## config.mk

```make
export PLATFORM = sky130hd
export DESIGN_NAME = lidar_scan_point_deframer
export DESIGN_NICKNAME = d
export VERILOG_FILES = /design/src/hdl/lspd_pkg.sv /design/src/hdl/lspd_front.sv /design/src/hdl/lspd_queue.sv /design/src/hdl/lspd_back.sv /design/src/hdl/lidar_scan_point_deframer.sv
export SDC_FILE = /design/constraint.sdc
export NUM_CORES = 1
export LEC_CHECK = 0
export BUFFER_PORTS_ARGS = -buffer_cell sky130_fd_sc_hd__buf_2
export CORE_ASPECT_RATIO = 1.75
export CORE_UTILIZATION = 63
export CTS_BUF_LIST = sky130_fd_sc_hd__clkbuf_4
export CTS_CLUSTER_SIZE = 12
export DETAILED_ROUTE_END_ITERATION = 10
export PLACE_DENSITY = 0.82
export REMOVE_ABC_BUFFERS = 1
export SKIP_LAST_GASP = 1
export SYNTH_ARGS = -nofsm -noshare
export SYNTH_HDL_FRONTEND = slang
export SYNTH_HIERARCHICAL = 1
export SYNTH_SLANG_ARGS = --single-unit
```

## constraint.sdc

```tcl
create_clock -name clk -period 3.7 [get_ports clk]
set_input_delay 0.37 -clock clk [delete_from_list [all_inputs] [get_ports clk]]
set_output_delay 0.37 -clock clk [all_outputs]
set_load 0.01 [all_outputs]
```

## src/hdl/lspd_pkg.sv

```systemverilog
`default_nettype none
package lspd_pkg;

    localparam int unsigned MAX_FRAME_POINTS = 1024;
    localparam int unsigned FP_W = 11;
    localparam logic [FP_W-1:0] MIN_POINTS_RESET = 11'd400;
    localparam int unsigned QUEUE_DEPTH = 4;
    localparam int unsigned QPTR_W = $clog2(QUEUE_DEPTH);
    localparam int unsigned QCNT_W = $clog2(QUEUE_DEPTH + 1);

    localparam logic [7:0] SYNC1_MASK = 8'h11;
    localparam logic [7:0] SYNC1_VAL = 8'h10;
    localparam int unsigned LAST_POINT_BYTE = 4;

    typedef enum logic [2:0] {
        PH_SEARCH,
        PH_SECOND,
        PH_SKIP0,
        PH_SKIP1,
        PH_SKIP2,
        PH_ALIGNED
    } phase_t;

    typedef enum logic [1:0] {
        KIND_POINT = 2'd0,
        KIND_END   = 2'd1,
        KIND_ABORT = 2'd2
    } kind_t;

    // work for the back end, at most one entry per point-completing byte
    typedef enum logic [1:0] {
        CMD_POINT,        // single point
        CMD_END_START,    // frame end, then opening start point
        CMD_ABORT,        // abort only
        CMD_POINT_ABORT   // point, then overflow abort
    } cmd_t;

    typedef struct packed {
        cmd_t             cmd;
        logic             start_point;
        logic [5:0]       quality;
        logic [14:0]      angle_q6;
        logic [15:0]      distance_q2;
        logic [FP_W-1:0]  frame_points;
    } entry_t;

endpackage
`default_nettype wire

```

## src/hdl/lspd_front.sv

```systemverilog
`default_nettype none
module lspd_front (
    input  wire logic                    clk,
    input  wire logic                    rst_n,
    input  wire logic                    in_valid,
    output logic                         in_ready,
    input  wire logic [7:0]              rx_byte,
    input  wire logic                    cfg_valid,
    input  wire logic [lspd_pkg::FP_W-1:0] cfg_data,
    input  wire logic                    q_full,
    output logic                         q_push,
    output lspd_pkg::entry_t             q_entry
);
    import lspd_pkg::*;

    phase_t          phase_reg, phase_next;
    logic            open_reg, open_next;
    logic [2:0]      pos_reg, pos_next;
    logic [FP_W-1:0] count_reg, count_next;
    logic [FP_W-1:0] min_pts_reg;
    logic [7:0]      pb_reg [4];

    logic            accept;
    logic            is_start;
    logic [FP_W-1:0] count_inc;

    assign in_ready = !q_full;
    assign accept   = in_valid && in_ready;
    assign is_start = pb_reg[0][0] && !pb_reg[0][1] && pb_reg[1][0];
    assign count_inc = count_reg + FP_W'(1);

    always_comb
    begin
        phase_next = phase_reg;
        open_next  = open_reg;
        pos_next   = pos_reg;
        count_next = count_reg;
        q_push     = 1'b0;
        q_entry.cmd          = CMD_POINT;
        q_entry.start_point  = is_start;
        q_entry.quality      = pb_reg[0][7:2];
        q_entry.angle_q6     = {pb_reg[2], pb_reg[1][7:1]};
        q_entry.distance_q2  = {rx_byte, pb_reg[3]};
        q_entry.frame_points = count_reg;
        if (accept)
        begin
            unique case (phase_reg)
                PH_SEARCH:
                begin
                    if ((rx_byte & SYNC1_MASK) == SYNC1_VAL)
                        phase_next = PH_SECOND;
                end
                PH_SECOND:
                begin
                    phase_next = rx_byte[0] ? PH_SKIP0 : PH_SEARCH;
                end
                PH_SKIP0:
                begin
                    phase_next = PH_SKIP1;
                end
                PH_SKIP1:
                begin
                    phase_next = PH_SKIP2;
                end
                PH_SKIP2:
                begin
                    phase_next = PH_ALIGNED;
                    pos_next   = 3'd0;
                    count_next = '0;
                end
                PH_ALIGNED:
                begin
                    if (pos_reg != 3'(LAST_POINT_BYTE))
                    begin
                        pos_next = pos_reg + 3'd1;
                    end
                    else
                    begin
                        pos_next = 3'd0;
                        if (!open_reg)
                        begin
                            if (is_start)
                            begin
                                q_push     = 1'b1;
                                open_next  = 1'b1;
                                count_next = FP_W'(1);
                            end
                        end
                        else if (is_start)
                        begin
                            q_push = 1'b1;
                            if (count_reg > min_pts_reg)
                            begin
                                q_entry.cmd = CMD_END_START;
                                count_next  = FP_W'(1);
                            end
                            else
                            begin
                                q_entry.cmd = CMD_ABORT;
                                open_next   = 1'b0;
                                phase_next  = PH_SEARCH;
                                count_next  = '0;
                            end
                        end
                        else
                        begin
                            q_push     = 1'b1;
                            count_next = count_inc;
                            if (count_inc >= FP_W'(MAX_FRAME_POINTS))
                            begin
                                q_entry.cmd = CMD_POINT_ABORT;
                                open_next   = 1'b0;
                                phase_next  = PH_SEARCH;
                                count_next  = '0;
                            end
                        end
                    end
                end
                default:
                begin
                    phase_next = PH_SEARCH;
                end
            endcase
        end
    end

    always_ff @(posedge clk or negedge rst_n)
    begin
        if (!rst_n)
        begin
            phase_reg   <= PH_SEARCH;
            open_reg    <= 1'b0;
            pos_reg     <= 3'd0;
            count_reg   <= '0;
            min_pts_reg <= MIN_POINTS_RESET;
        end
        else
        begin
            phase_reg <= phase_next;
            open_reg  <= open_next;
            pos_reg   <= pos_next;
            count_reg <= count_next;
            if (cfg_valid)
                min_pts_reg <= cfg_data;
        end
    end

    // point byte capture, no reset needed
    always_ff @(posedge clk)
    begin
        if (accept && phase_reg == PH_ALIGNED && pos_reg != 3'(LAST_POINT_BYTE))
            pb_reg[pos_reg[1:0]] <= rx_byte;
    end

endmodule
`default_nettype wire

```

## src/hdl/lspd_queue.sv

```systemverilog
`default_nettype none
module lspd_queue (
    input  wire logic              clk,
    input  wire logic              rst_n,
    input  wire logic              push,
    input  wire lspd_pkg::entry_t  push_entry,
    output logic                   full,
    input  wire logic              pop,
    output logic                   not_empty,
    output lspd_pkg::entry_t       head
);
    import lspd_pkg::*;

    entry_t            mem [QUEUE_DEPTH];
    logic [QPTR_W-1:0] wr_ptr_reg, rd_ptr_reg;
    logic [QCNT_W-1:0] cnt_reg;
    logic              do_push, do_pop;

    assign full      = cnt_reg == QCNT_W'(QUEUE_DEPTH);
    assign not_empty = cnt_reg != '0;
    assign head      = mem[rd_ptr_reg];
    assign do_push   = push && !full;
    assign do_pop    = pop && not_empty;

    always_ff @(posedge clk)
    begin
        if (do_push)
            mem[wr_ptr_reg] <= push_entry;
    end

    always_ff @(posedge clk or negedge rst_n)
    begin
        if (!rst_n)
        begin
            wr_ptr_reg <= '0;
            rd_ptr_reg <= '0;
            cnt_reg    <= '0;
        end
        else
        begin
            if (do_push)
                wr_ptr_reg <= wr_ptr_reg + QPTR_W'(1);
            if (do_pop)
                rd_ptr_reg <= rd_ptr_reg + QPTR_W'(1);
            if (do_push && !do_pop)
                cnt_reg <= cnt_reg + QCNT_W'(1);
            else if (do_pop && !do_push)
                cnt_reg <= cnt_reg - QCNT_W'(1);
        end
    end

endmodule
`default_nettype wire

```

## src/hdl/lspd_back.sv

```systemverilog
`default_nettype none
module lspd_back (
    input  wire logic              clk,
    input  wire logic              rst_n,
    input  wire logic              q_not_empty,
    input  wire lspd_pkg::entry_t  q_head,
    output logic                   q_pop,
    output logic                   out_valid,
    input  wire logic              out_ready,
    output logic [1:0]             out_kind,
    output logic                   out_start,
    output logic [5:0]             out_quality,
    output logic [14:0]            out_angle,
    output logic [15:0]            out_dist,
    output logic [lspd_pkg::FP_W-1:0] out_fp,
    output logic                   out_last
);
    import lspd_pkg::*;

    logic            valid_reg;
    logic            sub_reg, sub_next;
    logic            load;
    logic            two_results;

    logic [1:0]      kind_reg, kind_next;
    logic            start_reg, start_next;
    logic [5:0]      qual_reg, qual_next;
    logic [14:0]     angle_reg, angle_next;
    logic [15:0]     dist_reg, dist_next;
    logic [FP_W-1:0] fp_reg, fp_next;
    logic            last_reg, last_next;

    assign load        = q_not_empty && (!valid_reg || out_ready);
    assign two_results = q_head.cmd == CMD_END_START || q_head.cmd == CMD_POINT_ABORT;
    assign q_pop       = load && (!two_results || sub_reg);

    always_comb
    begin
        sub_next   = sub_reg;
        kind_next  = KIND_POINT;
        start_next = 1'b0;
        qual_next  = '0;
        angle_next = '0;
        dist_next  = '0;
        fp_next    = '0;
        last_next  = 1'b1;
        if (load)
            sub_next = two_results && !sub_reg;
        unique case (q_head.cmd)
            CMD_POINT:
            begin
                start_next = q_head.start_point;
                qual_next  = q_head.quality;
                angle_next = q_head.angle_q6;
                dist_next  = q_head.distance_q2;
            end
            CMD_END_START:
            begin
                if (!sub_reg)
                begin
                    kind_next = KIND_END;
                    fp_next   = q_head.frame_points;
                    last_next = 1'b0;
                end
                else
                begin
                    start_next = 1'b1;
                    qual_next  = q_head.quality;
                    angle_next = q_head.angle_q6;
                    dist_next  = q_head.distance_q2;
                end
            end
            CMD_ABORT:
            begin
                kind_next = KIND_ABORT;
            end
            CMD_POINT_ABORT:
            begin
                if (!sub_reg)
                begin
                    qual_next  = q_head.quality;
                    angle_next = q_head.angle_q6;
                    dist_next  = q_head.distance_q2;
                    last_next  = 1'b0;
                end
                else
                begin
                    kind_next = KIND_ABORT;
                end
            end
            default:
            begin
                kind_next = KIND_ABORT;
            end
        endcase
    end

    always_ff @(posedge clk or negedge rst_n)
    begin
        if (!rst_n)
        begin
            valid_reg <= 1'b0;
            sub_reg   <= 1'b0;
        end
        else
        begin
            sub_reg <= sub_next;
            if (load)
                valid_reg <= 1'b1;
            else if (out_ready)
                valid_reg <= 1'b0;
        end
    end

    always_ff @(posedge clk)
    begin
        if (load)
        begin
            kind_reg  <= kind_next;
            start_reg <= start_next;
            qual_reg  <= qual_next;
            angle_reg <= angle_next;
            dist_reg  <= dist_next;
            fp_reg    <= fp_next;
            last_reg  <= last_next;
        end
    end

    assign out_valid   = valid_reg;
    assign out_kind    = kind_reg;
    assign out_start   = start_reg;
    assign out_quality = qual_reg;
    assign out_angle   = angle_reg;
    assign out_dist    = dist_reg;
    assign out_fp      = fp_reg;
    assign out_last    = last_reg;

endmodule
`default_nettype wire

```

## src/hdl/lidar_scan_point_deframer.sv

```systemverilog
// Scan point deframer for a laser scanner's 5-byte measurement stream.
// s_* : one received link byte per transfer (s_tdata[7:0]).
// cfg_* : write of min_frame_points; always ready, takes effect next cycle.
// m_* : results. m_tuser = {start_point, kind}, m_tdata = {frame_points,
//   distance_q2, angle_q6, quality}, m_tlast marks the last result of a byte.
//   kind: 0 point, 1 frame end (with point count), 2 frame abort.
// Throughput: one byte per cycle unless the queue is full. Only every fifth
// aligned byte may yield results (one or two), so output keeps up at full rate.
// The queue is written on the edge that takes the byte completing a point;
// the output register then loads the head when empty or when m_tready is high.
// A closing start point that ends a frame yields two results, frame end first.
// Stall: the 4-entry command queue absorbs output backpressure; s_tready
// drops only when the queue is full.
// Reset: search for alignment, no frame open, queue and output empty,
// min_frame_points = 400.
`default_nettype none
module lidar_scan_point_deframer (
    input  wire logic        clk,
    input  wire logic        rst_n,
    input  wire logic        s_tvalid,
    output logic             s_tready,
    input  wire logic [7:0]  s_tdata,   // [7:0] rx_byte
    input  wire logic        cfg_valid,
    output logic             cfg_ready,
    input  wire logic [10:0] cfg_data,  // min_frame_points
    output logic             m_tvalid,
    input  wire logic        m_tready,
    output logic [47:0]      m_tdata,   // [5:0] quality, [20:6] angle_q6,
                                        // [36:21] distance_q2, [47:37] frame_points
    output logic [2:0]       m_tuser,   // [1:0] kind, [2] start_point
    output logic             m_tlast
);
    import lspd_pkg::*;

    logic            q_full, q_push, q_pop, q_not_empty;
    entry_t          q_entry, q_head;

    logic [1:0]      r_kind;
    logic            r_start;
    logic [5:0]      r_quality;
    logic [14:0]     r_angle;
    logic [15:0]     r_dist;
    logic [FP_W-1:0] r_fp;

    assign cfg_ready = 1'b1;

    // front: alignment, point assembly, frame tracking
    lspd_front u_front (
        .clk       (clk),
        .rst_n     (rst_n),
        .in_valid  (s_tvalid),
        .in_ready  (s_tready),
        .rx_byte   (s_tdata),
        .cfg_valid (cfg_valid),
        .cfg_data  (cfg_data),
        .q_full    (q_full),
        .q_push    (q_push),
        .q_entry   (q_entry)
    );

    // decouples byte intake from result delivery
    lspd_queue u_queue (
        .clk        (clk),
        .rst_n      (rst_n),
        .push       (q_push),
        .push_entry (q_entry),
        .full       (q_full),
        .pop        (q_pop),
        .not_empty  (q_not_empty),
        .head       (q_head)
    );

    // back: expands each command into one or two results
    lspd_back u_back (
        .clk         (clk),
        .rst_n       (rst_n),
        .q_not_empty (q_not_empty),
        .q_head      (q_head),
        .q_pop       (q_pop),
        .out_valid   (m_tvalid),
        .out_ready   (m_tready),
        .out_kind    (r_kind),
        .out_start   (r_start),
        .out_quality (r_quality),
        .out_angle   (r_angle),
        .out_dist    (r_dist),
        .out_fp      (r_fp),
        .out_last    (m_tlast)
    );

    assign m_tdata = {r_fp, r_dist, r_angle, r_quality};
    assign m_tuser = {r_start, r_kind};

endmodule
`default_nettype wire

```

### Word-level counts from Yosys, hierarchy flattened

Memory sizes are Yosys's and may differ from the RTL's.
Cells that the tools add are included.

* add/subtract/negate cells: 6
* order comparisons: 2
* eq/ne operators: 17
* muxes and demuxes: 55
* bitwise logic cells: 2
* reductions and logical operators: 34

Operators by type and width (count)
* $mux W11: 5
* $pmux W16 S3: 1
* $pmux W15 S3: 1
* $mux W16: 2
* $mux W15: 2
* $mux W3: 9
* $pmux W11 S2: 1
* $mux W1: 18
* $mux W2: 9
* $pmux W3 S6: 1
* $pmux W6 S3: 1
* $logic_and A1 B1 Y1: 12
* $mux W6: 2
* $add A11 B1 Y11 const B: 1
* $ge A11 B11 Y1 const B: 1
* $gt A11 B11 Y1: 1
* $eq A3 B3 Y1 const B: 3
* $logic_not A1 Y1: 7
* $add A3 B1 Y3 const B: 2
* $eq A2 B2 Y1 const B: 3
* $eq A3 B2 Y1 const B: 2
* $ne A3 B1 Y1 const B: 2
* $ne A3 B3 Y1 const B: 2
* $pmux W2 S3: 1
* 19 further kinds: 27

* flip-flop bits (word level): 90
* RAM bits: 236
* output and inout bits: 55
* word-level logic and storage cells: 135
* memories kept: 2

Memories
* u_queue.mem: words 4, width 51, read ports 1, clocked after Yosys merged registers in 0, wr ports 1, RTL line lspd_queue.sv:14 `entry_t mem [QUEUE_DEPTH];`
* u_front.pb_reg: words 4, width 8, read ports 4, clocked after Yosys merged registers in 0, wr ports 1, RTL line lspd_front.sv:21 `logic [7:0] pb_reg [4];`

### Logic depth before layout (Yosys ltp)

An unclocked memory read counts as a cell.

* depth in word-level cells: 14
* depth in mapped cells: 14
* depth with buffers taken out: 13

### Modules after synthesis

The synthesis kept the hierarchy.

Modules (own cells, without submodules)
* lspd_queue: instances 1, cells an instance 302, area each 7847.5 µm²
* lspd_front: instances 1, cells an instance 253, area each 2935.3 µm²
* lspd_back: instances 1, cells an instance 119, area each 2123.3 µm²
* lidar_scan_point_deframer: instances 1, cells an instance 3, area each 18.8 µm²

### Worst setup path after synthesis

OpenSTA, ideal clock, no wires.

* path kind: register -> register
* start point: reg u_front.phase_reg[2]
* end point: mem u_queue/mem[0][0] (netlist name) (enable)
* setup time: 414 ps
* arrival time: 2747 ps
* required time: 3286 ps
* slack: 539 ps
* cell stages (with the launch flop): 9
* path buffers: 1
* period minus slack after synthesis: 3161 ps
* cell sequence: dfrtp_1 -> nor2b_1 -> nand2_1 -> nor2_1 -> nand3_1 -> nor2_1 -> nor2b_1 -> buf_6 -> and2_1

* cells in the longest elaborated chain, start to end: 6

Ends and longest elaborated chain
* start, declared: RTL line lspd_front.sv:16 `phase_t phase_reg, phase_next;`
* start signal, assigned: RTL line lspd_front.sv:139 `phase_reg <= phase_next;`
* $eq A3 B3 Y1: RTL line lspd_front.sv:47 `unique case (phase_reg)`
* $mux W1: RTL line lspd_front.sv:47
* $mux W1: RTL line lspd_front.sv:45 `if (accept)`
* net q_push: RTL line lidar_scan_point_deframer.sv:35 `logic q_full, q_push, q_pop, q_not_empty;`
* $logic_and A1 B1 Y1: RTL line lspd_queue.sv:22 `assign do_push = push && !full;`
* net u_queue.do_push: RTL line lspd_queue.sv:17 `logic do_push, do_pop;`
* $mux W1: RTL line lspd_queue.sv:27 `if (do_push)`
* $mux W1 (implied by the code): RTL line lspd_queue.sv:28 `mem[wr_ptr_reg] <= push_entry;`
* end, declared: RTL line lspd_queue.sv:14

The timed path passes the listed nets, and every way through them passes these cells.

### Worst setup path after layout

* start point: reg u_front.phase_reg[2]
* end point: reg u_queue.cnt_reg[2]

* cells in the longest elaborated chain, start to end: 7
* elaborated cells on any way between the ends: 9
* classes of those cells: 1 x eq/ne; 3 x mux; 5 x reduce/logical

Ends and longest elaborated chain
* $eq A3 B3 Y1 *: RTL line lspd_front.sv:47
* $mux W1 *: RTL line lspd_front.sv:47
* $mux W1 *: RTL line lspd_front.sv:45
* net q_push: RTL line lidar_scan_point_deframer.sv:35
* $logic_and A1 B1 Y1 *: RTL line lspd_queue.sv:22
* $logic_not A1 Y1: RTL line lspd_queue.sv:47 `else if (do_pop && !do_push)`
* $logic_and A1 B1 Y1: RTL line lspd_queue.sv:47
* $reduce_bool A2 Y1 (no line)
* end signal, assigned: RTL line lspd_queue.sv:46 `cnt_reg <= cnt_reg + QCNT_W'(1);`
* end signal, assigned: RTL line lspd_queue.sv:48 `cnt_reg <= cnt_reg - QCNT_W'(1);`
* end, declared: RTL line lspd_queue.sv:16 `logic [QCNT_W-1:0] cnt_reg;`

Mark *: on every way through the listed nets, which the timed path passes. The rest lies on a longest branch.
A chain may end at the register's enable or synchronous reset.

==> summary by stage <==
Run status
The flow ran to the end, and the final reports show no timing, DRC or antenna violations.

Pwr
Sequential cells account for 50.4% of the total power. The maximum VDD drop is 0.413 mV. For this design the total switching power over the nets is 2.60 mW. The clock network burns 26.2% of the power. The total leakage power is 5.28 nW. Net switching is 27.1% of the power. The power per cell area is 666 nW/um2. Combinational cells account for 23.4% of the total power.

Internal power comes to 6.98 mW.

Clocking
The worst-case clock buffer depth is 3. The clock slew at the register clock pins of the worst setup and hold paths is 0.08 ns. The number of buffers added to fix hold violations after cts is 19. The number of clock buffers added by TritonCTS is 69. The CTS root buffer is clkbuf_4. Once the clock tree was built, the resizer swapped 0 gates to a different size. The source-to-sink clock delay at the later pin of the worst-skew pair is 0.66 ns. After clock tree synthesis, the setup repair step added 0 buffers. The clock net sink count is 326. The number of H-tree levels is 3. The clock tree from TritonCTS is yes.

Synth
The count of flip-flops with a built-in enable after synthesis is 288. Counting every instance in the synthesized netlist gives 677. The total of warnings raised by yosys is 6. Counting flops and latches in the post-synthesis netlist gives 326. The share of flip-flops with an asynchronous set or reset after synthesis is 11.7%.

In this run, distinct cell masters in the synthesized netlist total 57. The cell area that synthesis handed to floorplanning was 12900 um2. The top flip-flop cell by instance count after synthesis is edfxtp_1. The average instance area after synthesis is 19.1 um2. For this run, the register share of the synthesized area comes to 74.3%.

Floorplan
The die covers 21100 um2. After floorplanning, the core was divided into 69 placement rows. The die is 110 um wide. The floorplan core area is 20200 um2. The effective utilization at floorplan is 64.0%. The count of boundary I/O pins is 79.

In this run the vertical extent of the chip is 191 um.

Timing
The worst path meets setup with 0.342 ns of slack. In this run the tightest slew margin relative to its limit is 20.8%. After layout, the minimum clock period comes to 3.36 ns. The top achievable clock speed is 0.298 GHz.

The final count of pins violating max slew is 0. The post-route fraction of the period consumed by the critical path is 90.8%. Setup repair after global routing left no endpoint under its margin. Setup violations remaining at the end of the flow were counted as 0. In the final timing run, aggregate negative setup slack is 0 ns. The slew at the pin closest to its max-slew limit is 1.19 ns.

The largest clock skew in the final design is 0.0477 ns. The final-report hold violation count is 0.

Cells and area
Cells with a size suffix above 1 make up 33.6% of the layout. The growth of design area from synthesis to finish is 11.2%. The post-layout instance count excluding filler cells is 1104.

The core occupancy in the finished layout is 71.2%. At the end of the flow, the number of nets in the layout was 853. The register with the most flip-flops in the layout has 204 of them.

Detailed routing
The detailed-route wire length per cell is 20.0 um. The remaining number of nets flagged by the antenna check after routing is 0. The total vias in the final route is 6388. The via-per-instance ratio is 5.79. The first TritonRoute pass finished after 5 iterations. After detailed routing, the total wire length is 22000 um.

For this block, the initial DRC count from the detailed router was 380. The DRC violations left is 0.

Global route
The largest net degree at the start of global routing is 53. The number of antenna violations at the first check in global routing is 1. Summed over all layers, the global routing overflow is 0. The wire length of the first global-routing pass is 34500 um. Global routing used 22.7% of the available tracks across all layers.

The number of global-route vias before repair came to 6867.

Setup path
The required time reported for the critical path endpoint is 4.23 ns. The worst setup path is captured at a flop. The number of cells traversed by the worst register-to-register path is 12. The classification of the worst setup path is flop to flop. The data arrival time at the worst-slack endpoint is 3.89 ns. The startpoint type of the worst setup path is a flop.

The maximum fanout along the worst path is 7.

Flow run
Across the run, the number of max-cap violations was 0.

Place
The number of cells in the design after placement is 965. At the end of routability-driven placement, the weighted congestion stood at 0.825. The count of buffers added on input and output ports is 77. The placed wire-length estimate after detailed placement is 13500 um. At the placement stage, the worst setup path has a slack of 0.383 ns.

Worst hold path
The path class of the lowest-slack min-delay path is input pin to flop. The count of cells along the worst hold path is 1.
-- layout by cell type, fill, tap and decap left out, types with 14 or more instances in the layout --
master and count:
clkinv_1 18, and2_4 22, dfrtp_1 33, edfxtp_1 288
nor2_1 14, mux4_2 48, nand2_1 29, and2_1 25
clkbuf_4 95, inv_1 20, buf_2 77, ha_1 21
o21ai_0 27, dlygate4sd3_1 19
-- metal layers --
layer / part of all wire (%) / routed length (um) / global-route usage, % / up-vias
met3: 5.5 / 1210 / 5.32 / 62
met1: 35 / 7750 / 24.6 / 3169
met2: 56 / 12400 / 40.6 / 256
li1: - / - / - / 2901
met4: 3.2 / 701 / 10.9 / 0
met5: 0 / 0 / 0 / -
-- power by group through the flow --
stage / Combinational (mW) / Clock, mW / Sequential, mW
finish: 2.24 / 2.51 / 4.83
global route: 2.45 / 2.75 / 4.87
detailed placement: 2.25 / 0 / 4.91
floorplan: 1.38 / 0 / 5.11
CTS: 2.28 / 2.59 / 4.83
global placement: 2.18 / 0 / 4.87
-- worst paths after layout --
| check | start | endpoint | slack [ns] |
|---|---|---|---|
| setup / recovery | u_front/phase_reg[2] | u_queue/cnt_reg[2] | 0.34 |
| hold / removal | s_tdata[0] | u_front/pb_reg[2][0] | 0.07 |
| setup reg to reg | u_front/phase_reg[2] | u_queue/cnt_reg[2] | 0.34 |
| hold reg to reg | u_front/pb_reg[3][0] | u_queue/mem[3][11] | 0.48 |
| max in group asynchronous | rst_n | u_queue/rd_ptr_reg[0] | 2.66 |
| min in group asynchronous | rst_n | u_front/open_reg | 0.39 |
-- synth_stat cells (3+ instances only) --
cell | count | area share, %
buf_2 | 7 | 0.27
nor2b_1 | 4 | 0.19
nor2_1 | 14 | 0.41
mux2i_1 | 3 | 0.23
buf_4 | 25 | 1.5
mux4_1 | 3 | 0.61
o31ai_1 | 3 | 0.17
o21ai_0 | 27 | 1.0
nand3_1 | 9 | 0.35
mux4_2 | 48 | 8.4
nand2_1 | 29 | 0.84
inv_1 | 21 | 0.61
a21oi_1 | 4 | 0.15
edfxtp_1 | 288 | 67
and2_4 | 22 | 1.5
buf_6 | 5 | 0.44
a211oi_1 | 3 | 0.17
xor2_1 | 3 | 0.20
clkbuf_1 | 3 | 0.087
xnor2_1 | 4 | 0.27
nand2b_1 | 4 | 0.19
and2b_1 | 3 | 0.17
nand4_1 | 3 | 0.15
dfrtp_1 | 35 | 6.8
ha_1 | 21 | 2.0
buf_12 | 5 | 0.77
and2_1 | 29 | 1.4
dfstp_2 | 3 | 0.61
mux2_2 | 3 | 0.26
and2_2 | 7 | 0.41
and3_1 | 3 | 0.15
a21o_1 | 5 | 0.29
-- final cells by class --
| cell class | instances | area [um2] |
|---|---|---|
| sequential | 326 | 9610 |
| fill | 1248 | 5830 |
| multi-input combinational | 285 | 2860 |
| clock buffer | 95 | 713 |
| timing repair buffer | 104 | 686 |
| tap | 248 | 310 |
| clock inverter | 24 | 120 |
| inverter | 21 | 78.8 |
| antenna | 1 | 2.50 |
-- critical path: stages, from the launching register on --
cell and delay (ns):
dfrtp_1 0.43, nor2b_1 0.36, nand2_1 0.17, nor2_1 0.26
nand3_1 0.13, nor2_1 0.15, nor2b_1 0.53, ha_1 0.30
inv_1 0.07, fa_1 0.38, xor2_1 0.17, nor2_1 0.12
xor2_1 0.19
-- cell families (layout without fill, tap and decap cells) --
group / after synthesis / count (layout) / synth area share [%]
adders and majority gates: 22 / 22 / 2.19
DFF: 326 / 326 / 74.3
other: 1 / 2 / 0.0290
xor gates and xnor gates: 8 / 8 / 0.687
and+or+nand+nor: 140 / 140 / 6.70
buffers and inverters: 66 / 244 / 3.63
AOI/OAI and AO/OA: 56 / 56 / 2.88
muxes: 58 / 58 / 9.58
-- per-stage QoR --
step / power, mW / hold slack (ns) / area [um2]
after detailed placement: 7.15 / 0.483 / 13400
after floorplan: 6.50 / 0.0744 / 12500
after global placement: 7.05 / 0.462 / 13400
after CTS: 9.70 / 0.0248 / 14400
final: 9.58 / 0.0724 / 14400
after global routing: 10.1 / 0.0272 / 14400
Power figures use the tool's default switching activity.
